--- src/ssc_pkg.sv ---
// Shared constants, status codes, register map and CRC helper for the slot classifier.
package ssc_pkg;

	// Slot geometry
	localparam int MAX_SLOT_BYTES   = 256;
	localparam int HEADER_BYTES     = 16;
	localparam int CRC_HEADER_BYTES = 12;
	localparam int FWD_REM_AT       = 32;
	localparam int REV_REM_AT       = 36;

	// Byte counter saturates one past the largest slot
	localparam int CNT_SAT = MAX_SLOT_BYTES + 1;
	localparam int CNT_W   = $clog2(CNT_SAT + 1);

	// Field widths
	localparam int BYTE_W   = 8;
	localparam int STATUS_W = 4;
	localparam int CRC_W    = 32;
	localparam int LEN_W    = 16;
	localparam int LIMIT_W  = 33;

	// Reflected CRC-32
	localparam logic [CRC_W-1:0] CRC_POLY = 32'hEDB8_8320;
	localparam logic [CRC_W-1:0] CRC_INIT = 32'hFFFF_FFFF;

	// Configuration port
	localparam int APB_ADDR_W = 6;
	localparam int APB_DATA_W = 64;
	localparam int REG_SEL_W  = 3;
	localparam logic [REG_SEL_W-1:0] REG_MAGIC        = 3'd0;
	localparam logic [REG_SEL_W-1:0] REG_COMMIT       = 3'd1;
	localparam logic [REG_SEL_W-1:0] REG_TYPE         = 3'd2;
	localparam logic [REG_SEL_W-1:0] REG_SCHEMA       = 3'd3;
	localparam logic [REG_SEL_W-1:0] REG_PAYLOAD_SIZE = 3'd4;
	localparam logic [REG_SEL_W-1:0] REG_CHECK_REM    = 3'd5;
	localparam logic [REG_SEL_W-1:0] REG_REM_LIMIT    = 3'd6;
	localparam logic [LIMIT_W-1:0]   REM_LIMIT_RESET  = 33'h1_0000_0000;

	// Classification codes
	localparam logic [STATUS_W-1:0] ST_EMPTY       = 4'd0;
	localparam logic [STATUS_W-1:0] ST_UNCOMMITTED = 4'd1;
	localparam logic [STATUS_W-1:0] ST_BAD_MAGIC   = 4'd2;
	localparam logic [STATUS_W-1:0] ST_BAD_TYPE    = 4'd3;
	localparam logic [STATUS_W-1:0] ST_BAD_LENGTH  = 4'd4;
	localparam logic [STATUS_W-1:0] ST_BAD_CRC     = 4'd5;
	localparam logic [STATUS_W-1:0] ST_BAD_RSVD    = 4'd6;
	localparam logic [STATUS_W-1:0] ST_UNSUPPORTED = 4'd7;
	localparam logic [STATUS_W-1:0] ST_BAD_PAYLOAD = 4'd8;
	localparam logic [STATUS_W-1:0] ST_VALID       = 4'd9;

	// Fold one byte into a reflected CRC-32, LSB first
	function automatic logic [CRC_W-1:0] crc_fold_byte(input logic [CRC_W-1:0] crc,
		input logic [BYTE_W-1:0] b);
		logic [CRC_W-1:0] c;
		c = crc ^ {{(CRC_W-BYTE_W){1'b0}}, b};
		for (int k = 0; k < BYTE_W; k++) begin
			c = c[0] ? ((c >> 1) ^ CRC_POLY) : (c >> 1);
		end
		return c;
	endfunction

endpackage

--- src/ssc_if.sv ---
// Valid/ready channel interfaces for slot bytes in and classifications out.
interface ssc_in_if;
	logic                       valid;
	logic                       ready;
	logic [ssc_pkg::BYTE_W-1:0] slot_byte;
	logic                       last_byte;

	modport source (output valid, output slot_byte, output last_byte, input ready);
	modport sink (input valid, input slot_byte, input last_byte, output ready);
endinterface

interface ssc_out_if;
	logic                         valid;
	logic                         ready;
	logic [ssc_pkg::STATUS_W-1:0] status;
	logic [ssc_pkg::CRC_W-1:0]    computed_crc;
	logic [ssc_pkg::LEN_W-1:0]    decl_length;

	modport source (output valid, output status, output computed_crc, output decl_length,
		input ready);
	modport sink (input valid, input status, input computed_crc, input decl_length,
		output ready);
endinterface

--- src/storage_slot_classifier.sv ---
// Top level: byte-stream record slot classifier with APB configuration.
//
// Slot bytes enter on in_ch, offset 0 first, one item per byte; last_byte marks
// the commit byte. For each commit byte one item leaves on out_ch with the
// status code, the CRC-32 over header bytes 0..11 plus the declared payload
// (zero when it does not fit), and the declared payload length. All other
// bytes produce no output item. Throughput: one byte per cycle, including
// back-to-back slots, while no commit byte waits on a stalled out_ch.
// A commit byte passes through the input register, then the update/classify
// logic into the output register. The byte-serial CRC fold and the per-slot
// state update are combinational logic behind the input register.
// While out_ch stalls, non-commit bytes keep flowing into the per-slot state;
// a commit byte waits in the input register and in_ch.ready drops only then.
// Reset (arst_n low) clears the slot state, empties both registers and sets
// the configuration to its defaults (remainder limit 2^32, others zero).
// Configuration registers sit at byte address 8*i on the APB port and are
// to be written only while no slot is in flight.
module storage_slot_classifier (
	input  logic                             clk,
	input  logic                             arst_n,
	ssc_in_if.sink                           in_ch,
	ssc_out_if.source                        out_ch,
	input  logic                             psel,
	input  logic                             penable,
	input  logic                             pwrite,
	input  logic [ssc_pkg::APB_ADDR_W-1:0]   paddr,
	input  logic [ssc_pkg::APB_DATA_W-1:0]   pwdata,
	output logic [ssc_pkg::APB_DATA_W-1:0]   prdata,
	output logic                             pready
);

	localparam int CW = ssc_pkg::CNT_W;
	localparam int PW = ssc_pkg::LEN_W + 1;

	// Configuration registers
	logic [31:0]                      magic_word_q;
	logic [7:0]                       commit_valid_value_q;
	logic [7:0]                       expected_type_q;
	logic [7:0]                       expected_schema_q;
	logic [7:0]                       expected_payload_size_q;
	logic                             check_remainders_q;
	logic [ssc_pkg::LIMIT_W-1:0]      remainder_limit_q;
	logic [ssc_pkg::REG_SEL_W-1:0]    reg_sel;
	logic                             cfg_wr;

	// Input register
	logic                             valid_s1;
	logic [ssc_pkg::BYTE_W-1:0]       byte_s1;
	logic                             last_s1;
	logic                             adv_s1;

	// Per-slot state
	logic [CW-1:0]                    byte_count_q;
	logic [ssc_pkg::CRC_W-1:0]        running_crc_q;
	logic                             seen_nonzero_q;
	logic [31:0]                      magic_seen_q;
	logic [7:0]                       type_seen_q;
	logic [7:0]                       schema_seen_q;
	logic [ssc_pkg::LEN_W-1:0]        length_seen_q;
	logic [31:0]                      stored_crc_q;
	logic                             reserved_dirty_q;
	logic [31:0]                      forward_rem_q;
	logic [31:0]                      reverse_rem_q;

	// Next-state values
	logic [CW-1:0]                    byte_count_n;
	logic [ssc_pkg::CRC_W-1:0]        running_crc_n;
	logic                             seen_nonzero_n;
	logic [31:0]                      magic_seen_n;
	logic [7:0]                       type_seen_n;
	logic [7:0]                       schema_seen_n;
	logic [ssc_pkg::LEN_W-1:0]        length_seen_n;
	logic [31:0]                      stored_crc_n;
	logic                             reserved_dirty_n;
	logic [31:0]                      forward_rem_n;
	logic [31:0]                      reverse_rem_n;

	// Classification
	logic                             in_window;
	logic [PW-1:0]                    idx_w;
	logic [PW-1:0]                    pend;
	logic                             size_ok;
	logic                             fits;
	logic [ssc_pkg::CRC_W-1:0]        crc_res;
	logic [ssc_pkg::STATUS_W-1:0]     status_res;

	// Output register
	logic                             out_valid_q;
	logic [ssc_pkg::STATUS_W-1:0]     status_q;
	logic [ssc_pkg::CRC_W-1:0]        crc_q;
	logic [ssc_pkg::LEN_W-1:0]        length_q;

	// APB decode
	assign pready  = 1'b1;
	assign reg_sel = paddr[ssc_pkg::APB_ADDR_W-1 -: ssc_pkg::REG_SEL_W];
	assign cfg_wr  = psel && penable && pwrite;

	always_ff @(posedge clk or negedge arst_n) begin
		if (!arst_n) begin
			magic_word_q            <= '0;
			commit_valid_value_q    <= '0;
			expected_type_q         <= '0;
			expected_schema_q       <= '0;
			expected_payload_size_q <= '0;
			check_remainders_q      <= 1'b0;
			remainder_limit_q       <= ssc_pkg::REM_LIMIT_RESET;
		end else if (cfg_wr) begin
			case (reg_sel)
				ssc_pkg::REG_MAGIC:        magic_word_q            <= pwdata[31:0];
				ssc_pkg::REG_COMMIT:       commit_valid_value_q    <= pwdata[7:0];
				ssc_pkg::REG_TYPE:         expected_type_q         <= pwdata[7:0];
				ssc_pkg::REG_SCHEMA:       expected_schema_q       <= pwdata[7:0];
				ssc_pkg::REG_PAYLOAD_SIZE: expected_payload_size_q <= pwdata[7:0];
				ssc_pkg::REG_CHECK_REM:    check_remainders_q      <= pwdata[0];
				ssc_pkg::REG_REM_LIMIT:    remainder_limit_q <= pwdata[ssc_pkg::LIMIT_W-1:0];
				default: ;
			endcase
		end
	end

	// Register readback
	always_comb begin
		case (reg_sel)
			ssc_pkg::REG_MAGIC:        prdata = {32'h0, magic_word_q};
			ssc_pkg::REG_COMMIT:       prdata = {56'h0, commit_valid_value_q};
			ssc_pkg::REG_TYPE:         prdata = {56'h0, expected_type_q};
			ssc_pkg::REG_SCHEMA:       prdata = {56'h0, expected_schema_q};
			ssc_pkg::REG_PAYLOAD_SIZE: prdata = {56'h0, expected_payload_size_q};
			ssc_pkg::REG_CHECK_REM:    prdata = {63'h0, check_remainders_q};
			ssc_pkg::REG_REM_LIMIT:    prdata = {31'h0, remainder_limit_q};
			default:                   prdata = '0;
		endcase
	end

	// Handshake: only a commit byte can wait on a full output register
	assign adv_s1      = valid_s1 && (!last_s1 || !out_valid_q || out_ch.ready);
	assign in_ch.ready = !valid_s1 || adv_s1;

	always_ff @(posedge clk or negedge arst_n) begin
		if (!arst_n) begin
			valid_s1 <= 1'b0;
		end else if (in_ch.ready) begin
			valid_s1 <= in_ch.valid;
		end
	end

	always_ff @(posedge clk) begin
		if (in_ch.ready && in_ch.valid) begin
			byte_s1 <= in_ch.slot_byte;
			last_s1 <= in_ch.last_byte;
		end
	end

	// Field capture and CRC fold for the byte in the input register
	always_comb begin
		in_window        = byte_count_q < CW'(ssc_pkg::MAX_SLOT_BYTES);
		seen_nonzero_n   = seen_nonzero_q;
		magic_seen_n     = magic_seen_q;
		type_seen_n      = type_seen_q;
		schema_seen_n    = schema_seen_q;
		length_seen_n    = length_seen_q;
		stored_crc_n     = stored_crc_q;
		forward_rem_n    = forward_rem_q;
		reverse_rem_n    = reverse_rem_q;
		running_crc_n    = running_crc_q;
		reserved_dirty_n = reserved_dirty_q;
		idx_w            = PW'(byte_count_q);
		pend             = '0;
		if (in_window) begin
			if (byte_s1 != '0) seen_nonzero_n = 1'b1;
			if (byte_count_q < CW'(4)) begin
				magic_seen_n[8*byte_count_q[1:0] +: 8] = magic_seen_q[8*byte_count_q[1:0] +: 8]
					| byte_s1;
			end else if (byte_count_q == CW'(4)) begin
				type_seen_n = byte_s1;
			end else if (byte_count_q == CW'(5)) begin
				schema_seen_n = byte_s1;
			end else if (byte_count_q == CW'(6)) begin
				length_seen_n[7:0] = length_seen_q[7:0] | byte_s1;
			end else if (byte_count_q == CW'(7)) begin
				length_seen_n[15:8] = length_seen_q[15:8] | byte_s1;
			end else if (byte_count_q >= CW'(ssc_pkg::CRC_HEADER_BYTES) &&
				byte_count_q < CW'(ssc_pkg::HEADER_BYTES)) begin
				stored_crc_n[8*byte_count_q[1:0] +: 8] = stored_crc_q[8*byte_count_q[1:0] +: 8]
					| byte_s1;
			end
			if (byte_count_q >= CW'(ssc_pkg::FWD_REM_AT) &&
				byte_count_q < CW'(ssc_pkg::FWD_REM_AT + 4)) begin
				forward_rem_n[8*byte_count_q[1:0] +: 8] = forward_rem_q[8*byte_count_q[1:0] +: 8]
					| byte_s1;
			end
			if (byte_count_q >= CW'(ssc_pkg::REV_REM_AT) &&
				byte_count_q < CW'(ssc_pkg::REV_REM_AT + 4)) begin
				reverse_rem_n[8*byte_count_q[1:0] +: 8] = reverse_rem_q[8*byte_count_q[1:0] +: 8]
					| byte_s1;
			end
			// Commit byte is neither folded nor checked as reserved
			pend = PW'(ssc_pkg::HEADER_BYTES) + {1'b0, length_seen_n};
			if (!last_s1) begin
				if (byte_count_q < CW'(ssc_pkg::CRC_HEADER_BYTES) ||
					(byte_count_q >= CW'(ssc_pkg::HEADER_BYTES) && idx_w < pend)) begin
					running_crc_n = ssc_pkg::crc_fold_byte(running_crc_q, byte_s1);
				end
				if (byte_count_q >= CW'(ssc_pkg::HEADER_BYTES) && idx_w >= pend &&
					byte_s1 != '0) begin
					reserved_dirty_n = 1'b1;
				end
			end
		end
		byte_count_n = (byte_count_q < CW'(ssc_pkg::CNT_SAT)) ? byte_count_q + CW'(1)
			: byte_count_q;
	end

	// Classification at the commit byte
	always_comb begin
		size_ok = byte_count_q >= CW'(ssc_pkg::HEADER_BYTES) &&
			byte_count_q < CW'(ssc_pkg::MAX_SLOT_BYTES);
		fits    = size_ok &&
			({1'b0, length_seen_n} + PW'(ssc_pkg::HEADER_BYTES) <= idx_w);
		crc_res = fits ? ~running_crc_q : '0;
		if (!size_ok) begin
			status_res = ssc_pkg::ST_BAD_LENGTH;
		end else if (!seen_nonzero_n) begin
			status_res = ssc_pkg::ST_EMPTY;
		end else if (byte_s1 != commit_valid_value_q) begin
			status_res = ssc_pkg::ST_UNCOMMITTED;
		end else if (magic_seen_n != magic_word_q) begin
			status_res = ssc_pkg::ST_BAD_MAGIC;
		end else if (type_seen_n != expected_type_q) begin
			status_res = ssc_pkg::ST_BAD_TYPE;
		end else if (!fits) begin
			status_res = ssc_pkg::ST_BAD_LENGTH;
		end else if (stored_crc_n != crc_res) begin
			status_res = ssc_pkg::ST_BAD_CRC;
		end else if (reserved_dirty_n) begin
			status_res = ssc_pkg::ST_BAD_RSVD;
		end else if (schema_seen_n != expected_schema_q) begin
			status_res = ssc_pkg::ST_UNSUPPORTED;
		end else if (length_seen_n != {8'h0, expected_payload_size_q}) begin
			status_res = ssc_pkg::ST_BAD_LENGTH;
		end else if (check_remainders_q &&
			({1'b0, forward_rem_n} >= remainder_limit_q ||
			 {1'b0, reverse_rem_n} >= remainder_limit_q)) begin
			status_res = ssc_pkg::ST_BAD_PAYLOAD;
		end else begin
			status_res = ssc_pkg::ST_VALID;
		end
	end

	// Slot state: advance on each byte, clear after the commit byte
	always_ff @(posedge clk or negedge arst_n) begin
		if (!arst_n) begin
			byte_count_q     <= '0;
			running_crc_q    <= ssc_pkg::CRC_INIT;
			seen_nonzero_q   <= 1'b0;
			magic_seen_q     <= '0;
			type_seen_q      <= '0;
			schema_seen_q    <= '0;
			length_seen_q    <= '0;
			stored_crc_q     <= '0;
			reserved_dirty_q <= 1'b0;
			forward_rem_q    <= '0;
			reverse_rem_q    <= '0;
		end else if (adv_s1) begin
			if (last_s1) begin
				byte_count_q     <= '0;
				running_crc_q    <= ssc_pkg::CRC_INIT;
				seen_nonzero_q   <= 1'b0;
				magic_seen_q     <= '0;
				type_seen_q      <= '0;
				schema_seen_q    <= '0;
				length_seen_q    <= '0;
				stored_crc_q     <= '0;
				reserved_dirty_q <= 1'b0;
				forward_rem_q    <= '0;
				reverse_rem_q    <= '0;
			end else begin
				byte_count_q     <= byte_count_n;
				running_crc_q    <= running_crc_n;
				seen_nonzero_q   <= seen_nonzero_n;
				magic_seen_q     <= magic_seen_n;
				type_seen_q      <= type_seen_n;
				schema_seen_q    <= schema_seen_n;
				length_seen_q    <= length_seen_n;
				stored_crc_q     <= stored_crc_n;
				reserved_dirty_q <= reserved_dirty_n;
				forward_rem_q    <= forward_rem_n;
				reverse_rem_q    <= reverse_rem_n;
			end
		end
	end

	// Output register
	always_ff @(posedge clk or negedge arst_n) begin
		if (!arst_n) begin
			out_valid_q <= 1'b0;
		end else if (adv_s1 && last_s1) begin
			out_valid_q <= 1'b1;
		end else if (out_ch.ready) begin
			out_valid_q <= 1'b0;
		end
	end

	always_ff @(posedge clk) begin
		if (adv_s1 && last_s1) begin
			status_q <= status_res;
			crc_q    <= crc_res;
			length_q <= length_seen_n;
		end
	end

	assign out_ch.valid        = out_valid_q;
	assign out_ch.status       = status_q;
	assign out_ch.computed_crc = crc_q;
	assign out_ch.decl_length  = length_q;

endmodule

--- src/flat_wrapper.sv ---
// flat-port wrapper written by rule: the top's interface ports become plain ports
module storage_slot_classifier_flat 
  (clk, arst_n, psel, penable, pwrite, paddr, pwdata, prdata, pready, in_ch_valid, in_ch_slot_byte, in_ch_last_byte, in_ch_ready, out_ch_valid, out_ch_status, out_ch_computed_crc, out_ch_decl_length, out_ch_ready);
  ssc_in_if in_ch_i ();
  ssc_out_if out_ch_i ();
  input  logic clk;
  input  logic arst_n;
  input  logic psel;
  input  logic penable;
  input  logic pwrite;
  input  logic [ssc_pkg::APB_ADDR_W-1:0] paddr;
  input  logic [ssc_pkg::APB_DATA_W-1:0] pwdata;
  output logic [ssc_pkg::APB_DATA_W-1:0] prdata;
  output logic pready;
  input wire logic [$bits(in_ch_i.valid)-1:0] in_ch_valid;
  input wire logic [$bits(in_ch_i.slot_byte)-1:0] in_ch_slot_byte;
  input wire logic [$bits(in_ch_i.last_byte)-1:0] in_ch_last_byte;
  output wire logic [$bits(in_ch_i.ready)-1:0] in_ch_ready;
  output wire logic [$bits(out_ch_i.valid)-1:0] out_ch_valid;
  output wire logic [$bits(out_ch_i.status)-1:0] out_ch_status;
  output wire logic [$bits(out_ch_i.computed_crc)-1:0] out_ch_computed_crc;
  output wire logic [$bits(out_ch_i.decl_length)-1:0] out_ch_decl_length;
  input wire logic [$bits(out_ch_i.ready)-1:0] out_ch_ready;
  assign in_ch_i.valid = in_ch_valid;
  assign in_ch_i.slot_byte = in_ch_slot_byte;
  assign in_ch_i.last_byte = in_ch_last_byte;
  assign in_ch_ready = in_ch_i.ready;
  assign out_ch_valid = out_ch_i.valid;
  assign out_ch_status = out_ch_i.status;
  assign out_ch_computed_crc = out_ch_i.computed_crc;
  assign out_ch_decl_length = out_ch_i.decl_length;
  assign out_ch_i.ready = out_ch_ready;
  storage_slot_classifier u_core (.clk(clk), .arst_n(arst_n), .in_ch(in_ch_i), .out_ch(out_ch_i), .psel(psel), .penable(penable), .pwrite(pwrite), .paddr(paddr), .pwdata(pwdata), .prdata(prdata), .pready(pready));
endmodule
--- config.mk ---
export PLATFORM = sky130hd
export DESIGN_NAME = storage_slot_classifier_flat
export DESIGN_NICKNAME = d
export VERILOG_FILES = /design/src/ssc_pkg.sv /design/src/ssc_if.sv /design/src/storage_slot_classifier.sv /design/src/flat_wrapper.sv
export SDC_FILE = /design/constraint.sdc
export NUM_CORES = 1
export LEC_CHECK = 0
export BUFFER_PORTS_ARGS = -buffer_cell sky130_fd_sc_hd__buf_2
export CAP_MARGIN = 20
export CORE_MARGIN = 2
export CORE_UTILIZATION = 55
export DETAILED_ROUTE_END_ITERATION = 12
export PLACE_DENSITY = 0.71
export SYNTH_ARGS = -nofsm -noshare
export SYNTH_HDL_FRONTEND = slang
export SYNTH_SLANG_ARGS = --single-unit
--- constraint.sdc ---
create_clock -name clk -period 10.6 [get_ports clk]
set_input_delay 0.53 -clock clk [delete_from_list [all_inputs] [get_ports clk]]
set_output_delay 0.53 -clock clk [all_outputs]
set_load 0.05 [all_outputs]
==> results.md, run 1 <==
- The power per unit of standard cell area is 205 nW/um^2.
- The port buffer count is 138.
- Dividing the final minimum period by the clock period gives 0.665.
- For this run the aggregate overflow at the end of global routing stands at 0.
- The worst register-to-register path has a setup slack of 3550 ps.
- The highest ir drop seen on vdd is 156 uV.
- The filler cells instantiated in the layout total 3323.
- The initial detailed-routing violation count is 1909.
- The number of flops mapped to enable cells by yosys is 61.
- The sequential power share is 0.392.
- The largest total area in the synthesized netlist belongs to dfrtp_1.
- The total power after layout is 0.00503 W.
- Setup repair after global routing left no endpoint under its margin.
- Summing over every cut layer, the via total after detailed routing is 18700.
- The clock passes through at most 3 buffers.
- Counting the buffers created by CTS gives 41.
- The total count of max-transition violations in the final report was 0.
- Counting distinct cell types in the post-synthesis netlist gives 78.
- The startpoint type of the worst setup path is a flop.
- After detailed routing, the number of remaining DRC violations is 0.
- In this run the tightest slew margin relative to its limit is 0.278.
- Across the run, the number of max-cap violations was 0.
- The count of endpoints failing setup in the final report is 0.
- The number of warnings printed during yosys synthesis is 0.
- The flow ran to the end, but the final reports show violations.
- For this block, the routed nets add up to 67700 um of wire.
- Routability-driven placement finished with a final weighted congestion of 0.926.
- Of the total synthesized cell area, the portion taken by full adders, half adders and majority gates is 0.0497.
- The first detailed-routing pass took 6 iterations.
- For this run, the register share of the synthesized area comes to 0.427.
- The mux cell area share after synthesis is 0.0874.
- The synthesized design contains 364 register bits.
- Each instance of the synthesized netlist takes up on average 9.62 sq um.
- Compared with the post-synthesis result, the final layout area differs by 10.7%.
- The worst path needs 7050 ps of the cycle, external delays included.
- In the post-route analysis, the smallest setup slack over all paths is 3550 ps.
- Synthesis produced a netlist whose cell count is 2302.
- The measured slew at the worst slew-check pin is 1060 ps.
- The worst register-to-register path has a depth of 19.
- The number of buffers added for setup after CTS is 0.
- The nature of the critical path endpoint is a flop.
- The highest achievable clock rate is 142 MHz.
- Across every metal layer, demand over resource in global routing totals 0.325.
- TritonCTS built the clock tree.
- Using the TritonRoute via totals, the vias-per-cell ratio works out to 6.37.
- The worst clock skew on the final layout is 22.8 ps.
- The fraction of final layout cells sized beyond drive strength 1 is 0.171.
- The average wire length per cell after detail routing is 23.1 um.
- The part of the power in the clock network is 0.283.
- Gates resized during post-CTS repair numbered 0.
- Data on the critical path is required at its endpoint by 11010 ps.
- Tracing the worst setup path back leads to its startpoint at u_core.byte_count_q[0].
- The worst hold slack is -72.0 ps.
- The post-synthesis compound-gate area fraction is 0.171.
- The number of nets in the final layout is 2553.
- The net switching share of the total power is 0.368.
- The die area is 41900 sq um.
- The clock transition at the register clock pins on the worst setup and hold paths after CTS is 70 ps.
- The die is 205 um wide.
- After floorplanning, the core was divided into 73 placement rows.
- The share of synthesized area in the top cell type comes to 0.305.
- Summed over all nets, the switching power comes to 0.00185 W.
- In the post-synthesis netlist, the biggest area contributors are dfrtp_1, edfxtp_1, ha_1, nand2_1, xnor2_1.
- The analysis attributes to cell leakage a power of 10.8 nW.
- The total core area is 39700 sq um.
- Summed over all failing endpoints, the final setup total negative slack is 0 ps.
- The mapped netlist covers 22200 sq um.
- By area, the combinational part of the netlist is dominated by compound AO/OA/AOI/OAI gates.
- The clock latency reported for the late side of the worst-skew pair is 590 ps.
- The global-route wire length before repair is 105000 um.
- The H-tree was split into 2 levels.
- Of the total power, combinational logic draws 0.325.
- In this run the vertical extent of the chip is 205 um.
- The number of clock sinks seen by CTS is 364.
- Clock tree synthesis selected as its root buffer the cell clkbuf_16.
- The maximum number of pins on one net before global-route repair is 92.
- The total count of hold-check failures in the final report is 12.
- The capturing element of the worst setup path is u_core.out_ch.status[1].
- The worst setup path category is reg -> reg.
- Data on the critical path arrives at its endpoint at 7460 ps.
- The most used flip-flop cell after synthesis is dfrtp_1.
- Timing analysis after detailed placement gives a worst setup slack of 3780 ps.
- The placed wire-length estimate after detailed placement is 47200 um.
- The number of antenna cells inserted is 0.
- For this run, asynchronously set or reset flops after synthesis account for 0.832.
- The number of top-level pins is 205.
- The peak fanout along the critical path is 40.
- Once detail routing completed, the nets flagged for antenna violations numbered 0.
- The destination of the worst register-to-register timing path is u_core.out_ch.status[1].
- The number of global-route vias before repair is 18100.
- The startpoint identified for the worst register-to-register timing path is u_core.byte_count_q[0].
- The internal power of the cells totals 0.00318 W.
- The min-delay analysis places its worst path in the category in -> async.
- The hold buffer count at CTS is 0.
- Of the total synthesized cell area, the portion taken by AND, OR, NAND and NOR gates is 0.155.
- For this configuration, the core starts out at a cell density of 0.558.
- The number of antenna violations at the first check in global routing is 0.
- The synthesized-area fraction occupied by xor and xnor cells is 0.0621.
- The final reports fail on hold timing.
## worst max-delay path, cell delays in order, from the launching register on
cell and delay, ps:
dfrtp_2 400, buf_4 380, ha_1 450, nor2b_1 550, a41oi_2 330, inv_1 150
ha_1 180, and3_1 300, xor2_1 210, ha_1 280, nor2b_1 140, o41ai_1 770
o211ai_1 580, nor3_1 280, buf_4 240, o21ai_1 80, and3_1 160, or4_1 610
or4b_1 570, a31oi_1 190
## metrics by stage
| step | hold slack, ps | util | std cells | area, sq um |
|---|---|---|---|---|
| floorplan | 234 | - | 2332 | 22300 |
| global placement | 463 | 0.583 | 2860 | 23200 |
| detailed placement | 477 | 0.583 | 2860 | 23200 |
| CTS | 4.73 | 0.616 | 2934 | 24500 |
| global route | 9.01 | 0.617 | 2935 | 24500 |
| finish | -72.0 | 0.617 | 2935 | 24500 |
## cells in the mapped netlist (9+ instances only)
cell	instances
nand3_1	32
o31ai_1	68
a21o_1	21
nor4_1	29
ha_1	88
inv_1	70
o21a_1	12
dfstp_2	33
buf_1	22
and2_1	12
buf_4	33
nor2b_1	17
o21ai_0	201
xor2_1	41
mux2_2	76
dfrtp_1	270
or3_1	9
nor2_1	183
a22oi_1	24
a2bb2oi_1	24
mux2i_1	27
a22o_1	68
nand4_1	38
nor3_1	65
a21oi_1	92
nand2_1	286
edfxtp_1	61
mux4_2	36
xnor2_1	116
clkbuf_1	105
## area by class of cell
type	instances	area (sq um)	area share
clock buffer	62	1230	0.0501
timing repair buffer	171	966	0.0394
tap	525	657	0.0268
multi-input combinational	1722	11800	0.481
sequential	364	9460	0.386
clock inverter	12	113	0.00459
inverter	79	297	0.0121
## metal layers
metal / routed length [um] / global-route usage
met4: 2870 / 0.135
met3: 5300 / 0.0579
met5: 0 / 0
met2: 31900 / 0.529
met1: 27700 / 0.429
## worst min-delay path by stage
stage,from,to,slack (ps),cells after the start
2_1_floorplan,arst_n,u_core.byte_count_q[0],230,0
3_3_place_gp,u_core.type_seen_q[7],u_core.type_seen_q[7],460,2
3_5_place_dp,u_core.type_seen_q[7],u_core.type_seen_q[7],480,2
4_1_cts,arst_n,u_core.length_seen_q[15],5,1
5_1_grt,arst_n,u_core.length_seen_q[15],9,1
6_report,arst_n,u_core.length_seen_q[15],-70,1
## placed cells by master (no fill, tap or decap), types with 11 or more instances in the layout
cell / n
a21o_1: 21
clkbuf_1: 11
clkbuf_16: 44
xor2_1: 41
ha_1: 88
mux2_2: 76
o21a_1: 12
buf_4: 32
o31ai_1: 67
conb_1: 32
xnor2_1: 116
nor2_1: 181
a21oi_1: 92
mux2i_1: 27
nor2b_1: 17
nand3_1: 32
a22o_1: 68
mux4_2: 36
a22oi_1: 24
nor3_1: 64
inv_1: 69
and2_1: 12
o21ai_0: 201
dfrtp_1: 269
nor4_1: 28
nand2_1: 285
edfxtp_1: 61
dfstp_2: 33
nand4_1: 38
a2bb2oi_1: 24
buf_2: 137
## cell families after synthesis
| group | Yosys count |
|---|---|
| other | 2 |
| AOI/OAI and AO/OA | 575 |
| and+or+nand+nor | 731 |
| xor gates and xnor gates | 157 |
| buffers and inverters | 246 |
| adders and majority gates | 88 |
| DFF | 364 |
| muxes | 139 |
## state kept, by name, summed over array words and instances (netlist names), 9 cells and up
name and cells:
u_core.out_ch.computed_crc 32, u_core.byte_count_q 9, u_core.forward_rem_q 32, u_core.stored_crc_q 32
u_core.remainder_limit_q 33, u_core.running_crc_q 32, u_core.reverse_rem_q 32, u_core.magic_word_q 32
u_core.magic_seen_q 32, u_core.out_ch.decl_length 16, u_core.length_seen_q 16
## power by group through the flow
| stage | registers [W] | logic, W | clock network (W) |
|---|---|---|---|
| global route | 0.00199 | 0.00179 | 0.00149 |
| finish | 0.00197 | 0.00164 | 0.00143 |
| detailed placement | 0.00199 | 0.00162 | 0 |
| floorplan | 0.00188 | 0.00126 | 0 |
| global placement | 0.00197 | 0.00158 | 0 |
| CTS | 0.00196 | 0.00163 | 0.00144 |
Power figures use the tool's default switching activity.
==> inputs of run 2 (changes only) <==
--- a/config.mk
+++ b/config.mk
@@ -5,6 +5,7 @@
 export SDC_FILE = /design/constraint.sdc
 export NUM_CORES = 1
 export LEC_CHECK = 0
+export ABC_AREA = 1
 export BUFFER_PORTS_ARGS = -buffer_cell sky130_fd_sc_hd__buf_2
 export CAP_MARGIN = 20
 export CORE_MARGIN = 2
==> constraint.sdc (replaced) <==
create_clock -name clk -period 6.9 [get_ports clk]
set_input_delay 0.345 -clock clk [delete_from_list [all_inputs] [get_ports clk]]
set_output_delay 0.345 -clock clk [all_outputs]
set_load 0.05 [all_outputs]
==> run 2 against run 1 <==
Against the previous run: the flow now finishes without violations; synthesized cell count grew 24%; die area grew 0.86%; routed wire length grew 7.8%; core utilization grew 1.5 points; setup slack lost 2600 ps; synthesized area grew 0.88%; flip-flop and latch count is the same; total power grew 51%; critical endpoint is now u_core.out_ch.status[2].
==> results.md, run 2 <==
- The number of placed instances, taps included, is 3430.
- The sequential power share is 0.356.
- The largest family of logic cells by synthesized area is compound AO/OA/AOI/OAI gates.
- The number of global-route vias before repair is 20000.
- The via-per-instance ratio is 5.90.
- The average wire length per cell after detail routing is 20.6 um.
- The library cell used most frequently in the layout, excluding fill and tap cells, is nand2_1.
- Across all layers, the routed design uses 20900 vias.
- The launch point of the worst reg-to-reg path is u_core.byte_count_q[1].
- Power spread over the standard cell area amounts to 302 nW/um^2.
- The commonest cells after synthesis are nand2_1, inv_1, o21ai_0.
- In this run the cell area measured after placement is 23400 sq um.
- The post-synthesis instance area is 22300 sq um.
- In this design, the critical path's most frequently occurring cell is nand2_1.
- The number of antenna diodes in the final layout is 0.
- In this run the remaining antenna-violating nets after routing total 0.
- The share of total power in combinational logic is 0.323.
- Measured along the x axis, the die boundary spans 206 um.
- Counting flops and latches in the post-synthesis netlist gives 364.
- The total count of max-transition violations in the final report is 0.
- The number of different library cells in the post-synthesis netlist is 57.
- The headroom to the max-slew limit is 0.293.
- After detailed routing, the number of remaining DRC violations is 0.
- The measured slew at the worst slew-check pin is 1050 ps.
- Of the total synthesized cell area, the portion taken by XOR and XNOR cells is 0.0455.
- Summed over all cells, the static leakage comes to 11.7 nW.
- Buffers added to address setup during post-CTS repair amount to 0.
- Max-cap violations in this run came to 0.
- Synthesis produced 2857 cells.
- The critical path is of the reg -> reg type.
- The portion of the clock cycle consumed by the worst path in the final layout is 0.868.
- The root buffer cell is clkbuf_16.
- On the final layout, the worst clock skew is 22.3 ps.
- The share of total power dissipated in the clock network is 0.321.
- At the end of the flow, the number of nets in the layout was 3159.
- Dividing the synthesized area by the synthesized cell count gives 7.82 sq um.
- For this design, the slowest cell found on the critical path is dfrtp_2.
- CTS built an H-tree with a depth of 2.
- The number of flops mapped to enable cells by yosys is 61.
- Summed over all layers, the routed wires come to 73000 um.
- The post-synthesis compound-gate area fraction was 0.189.
- The peak fanout along the critical path is 50.
- The utilization of the core after routing is 0.632.
- Once layout is complete, the cells apart from fillers number 3543.
- The area share of the largest cell type after synthesis is 0.302.
- The port buffer count is 138.
- In the layout the commonest cells are nand2_1, inv_1, o21ai_0, dfrtp_1, nor2_1.
- The hold buffer count at CTS is 34.
- The TritonCTS clock tree is yes.
- After clock tree synthesis, the clock-pin slew on the worst setup and hold paths is 60 ps.
- For the worst setup path, the data arrival time is 6310 ps.
- The required arrival time at the worst endpoint is 7220 ps.
- The number of antenna violations at the first check in global routing is 0.
- In this run the vertical extent of the chip is 206 um.
- The die area is 42300 sq um.
- The adder-cell share of the synthesized area is 0.0493.
- The analysis attributes to net switching a power of 0.00286 W.
- The worst hold slack is 12.3 ps.
- The flow ran to the end, and the final reports show no timing, DRC or antenna violations.
- After synthesis, the share of flip-flops with an asynchronous set or reset is 0.832.
- The total core area is 39900 sq um.
- Entering global routing, the biggest net connects 136 pins.
- Of the synthesized area, sequential elements account for 0.423.
- The worst-case IR drop observed on VDD is 194 uV.
- In this run the worst setup path begins at u_core.byte_count_q[1].
- Static timing analysis puts the maximum clock frequency at 167 MHz.
- At the later pin of the worst-skew pair, clock insertion delay measures 580 ps.
- The initial detailed-routing violation count is 2276.
- The nature of the critical path endpoint is a flop.
- Setup repair after global routing left no endpoint under its margin.
- In this run the deepest clock path goes through 3 buffers.
- Once the clock tree was built, the resizer swapped 0 gates to a different size.
- The startpoint identified for the worst hold timing path is pwdata[7].
- dfrtp_1 takes more of the synthesized area than any other cell.
- nand2_1 is the most common cell in the netlist.
- The classification of the worst-slack hold path is in -> reg.
- Yosys printed 0 warnings.
- Buffers inserted during clock tree synthesis total 42.
- The growth of design area from synthesis to finish is 13.0%.
- The number of top-level pins is 205.
- The startpoint type of the worst setup path is a flop.
- The prevailing post-synth register cell is dfrtp_1.
- The placed wire-length estimate after detailed placement is 51300 um.
- The total count of hold-check failures in the final report is 0.
- Setup violations remaining at the end of the flow were counted as 0.
- The starting density of the core is 0.560.
- The first TritonRoute pass finished after 6 iterations.
- In the final timing run, aggregate negative setup slack is 0 ps.
- Of the total power, the share spent switching nets is 0.376.
- The top register by number of flip-flops is u_core.remainder_limit_q.
- Of the total synthesized cell area, the portion taken by AND, OR, NAND and NOR gates is 0.179.
- The count of fill cells added during filler insertion is 3431.
- The delay of the slowest critical-path stage is 580 ps.
- The summed area of non-filler cells in the final layout is 25200 sq um.
- The first global-routing pass estimated 113000 um of wire.
- Yosys attributes the largest share of cell area to dfrtp_1, nand2_1, edfxtp_1, inv_1, o21ai_0.
- Clock tree synthesis found a total of 364 sinks.
- The mux cell area share after synthesis is 0.
- The total global routing track utilization is 0.349.
- The cell-internal power is 0.00475 W.
- The final weighted congestion of routability-driven global placement is 0.980.
- The fraction of final layout cells sized beyond drive strength 1 is 0.112.
- Subtracting the final worst setup slack from the clock period gives 5990 ps.
- The total overflow left after global routing is 0.
- The number of placement rows is 73.
- The register with the most flip-flops in the layout has 33 of them.
==> run 2: cell count changes in the layout (fill, tap and decap cells not counted), sizes merged, moves of 49 or more <==
cell | before | now
inv | 75 | 477
mux2 | 76 | 0
nand2 | 286 | 526
o21ai | 202 | 331
o22ai | 7 | 152
o31ai | 68 | 1
xnor2 | 116 | 26
xor2 | 41 | 90
==> run 2: critical path: cells and delay by family (launching register included) <==
kind            cells  cell delay (ps)
compound gates      1              210
xor+xnor            1              190
simple gates       25             2650
flops               1              580
fa+ha+maj           2              540
buf+inv             5             1500
==> run 2: power groups by stage <==
stage	Sequential, W	Clock, W	Combinational, W
2_1_floorplan	0.00271	0	0.00170
3_3_place_gp	0.00273	0	0.00232
3_5_place_dp	0.00274	0	0.00237
4_1_cts	0.00270	0.00247	0.00241
5_1_grt	0.00273	0.00256	0.00269
6_report	0.00271	0.00245	0.00246
==> run 2: kinds of logic (layout without fill, tap and decap cells) <==
group,Yosys count,count (layout)
AOI/OAI and AO/OA,711,711
xor gates and xnor gates,116,116
adders and majority gates,88,88
buffers and inverters,639,770
DFF,364,364
other,2,32
and+or+nand+nor,937,937
==> run 2: cell type report <==
cell class                      instances  area, sq um  area share
Clock buffer                           58         1210      0.0481
Clock inverter                         19          283      0.0112
Inverter                              488         1830      0.0727
Multi-Input combinational cell       1884        10500       0.415
Sequential cell                       364         9460       0.375
Tap cell                              525          657      0.0260
Timing Repair Buffer                  205         1320      0.0524
==> run 2: final timing paths <==
check / end / slack [ps] / cells past startpoint
max: u_core.out_ch.status[2] / 910 / 34
min: u_core.remainder_limit_q[7] / 10 / 3
max in group asynchronous: u_core.expected_type_q[3] / 4980 / 3
min reg2reg: u_core.expected_schema_q[7] / 500 / 2
min in group asynchronous: u_core.length_seen_q[9] / 370 / 2
max reg2reg: u_core.out_ch.status[2] / 910 / 34
==> run 2: through the flow <==
step / setup slack, ps / total power (W)
final: 909 / 0.00761
after global routing: 441 / 0.00797
after CTS: 1000 / 0.00758
after detailed placement: 1020 / 0.00511
after global placement: 1140 / 0.00505
after floorplan: 603 / 0.00441
==> run 2: metal layers <==
metal  share of wire  routed length, um  vias to the layer above  global-route usage
met5               0                  0                        -                   0
met4           0.059               4280                        0               0.185
met3           0.080               5870                      229              0.0572
met2            0.45              33000                     1031               0.551
met1            0.41              29800                     9936               0.461
li1                -                  -                     9718                   -
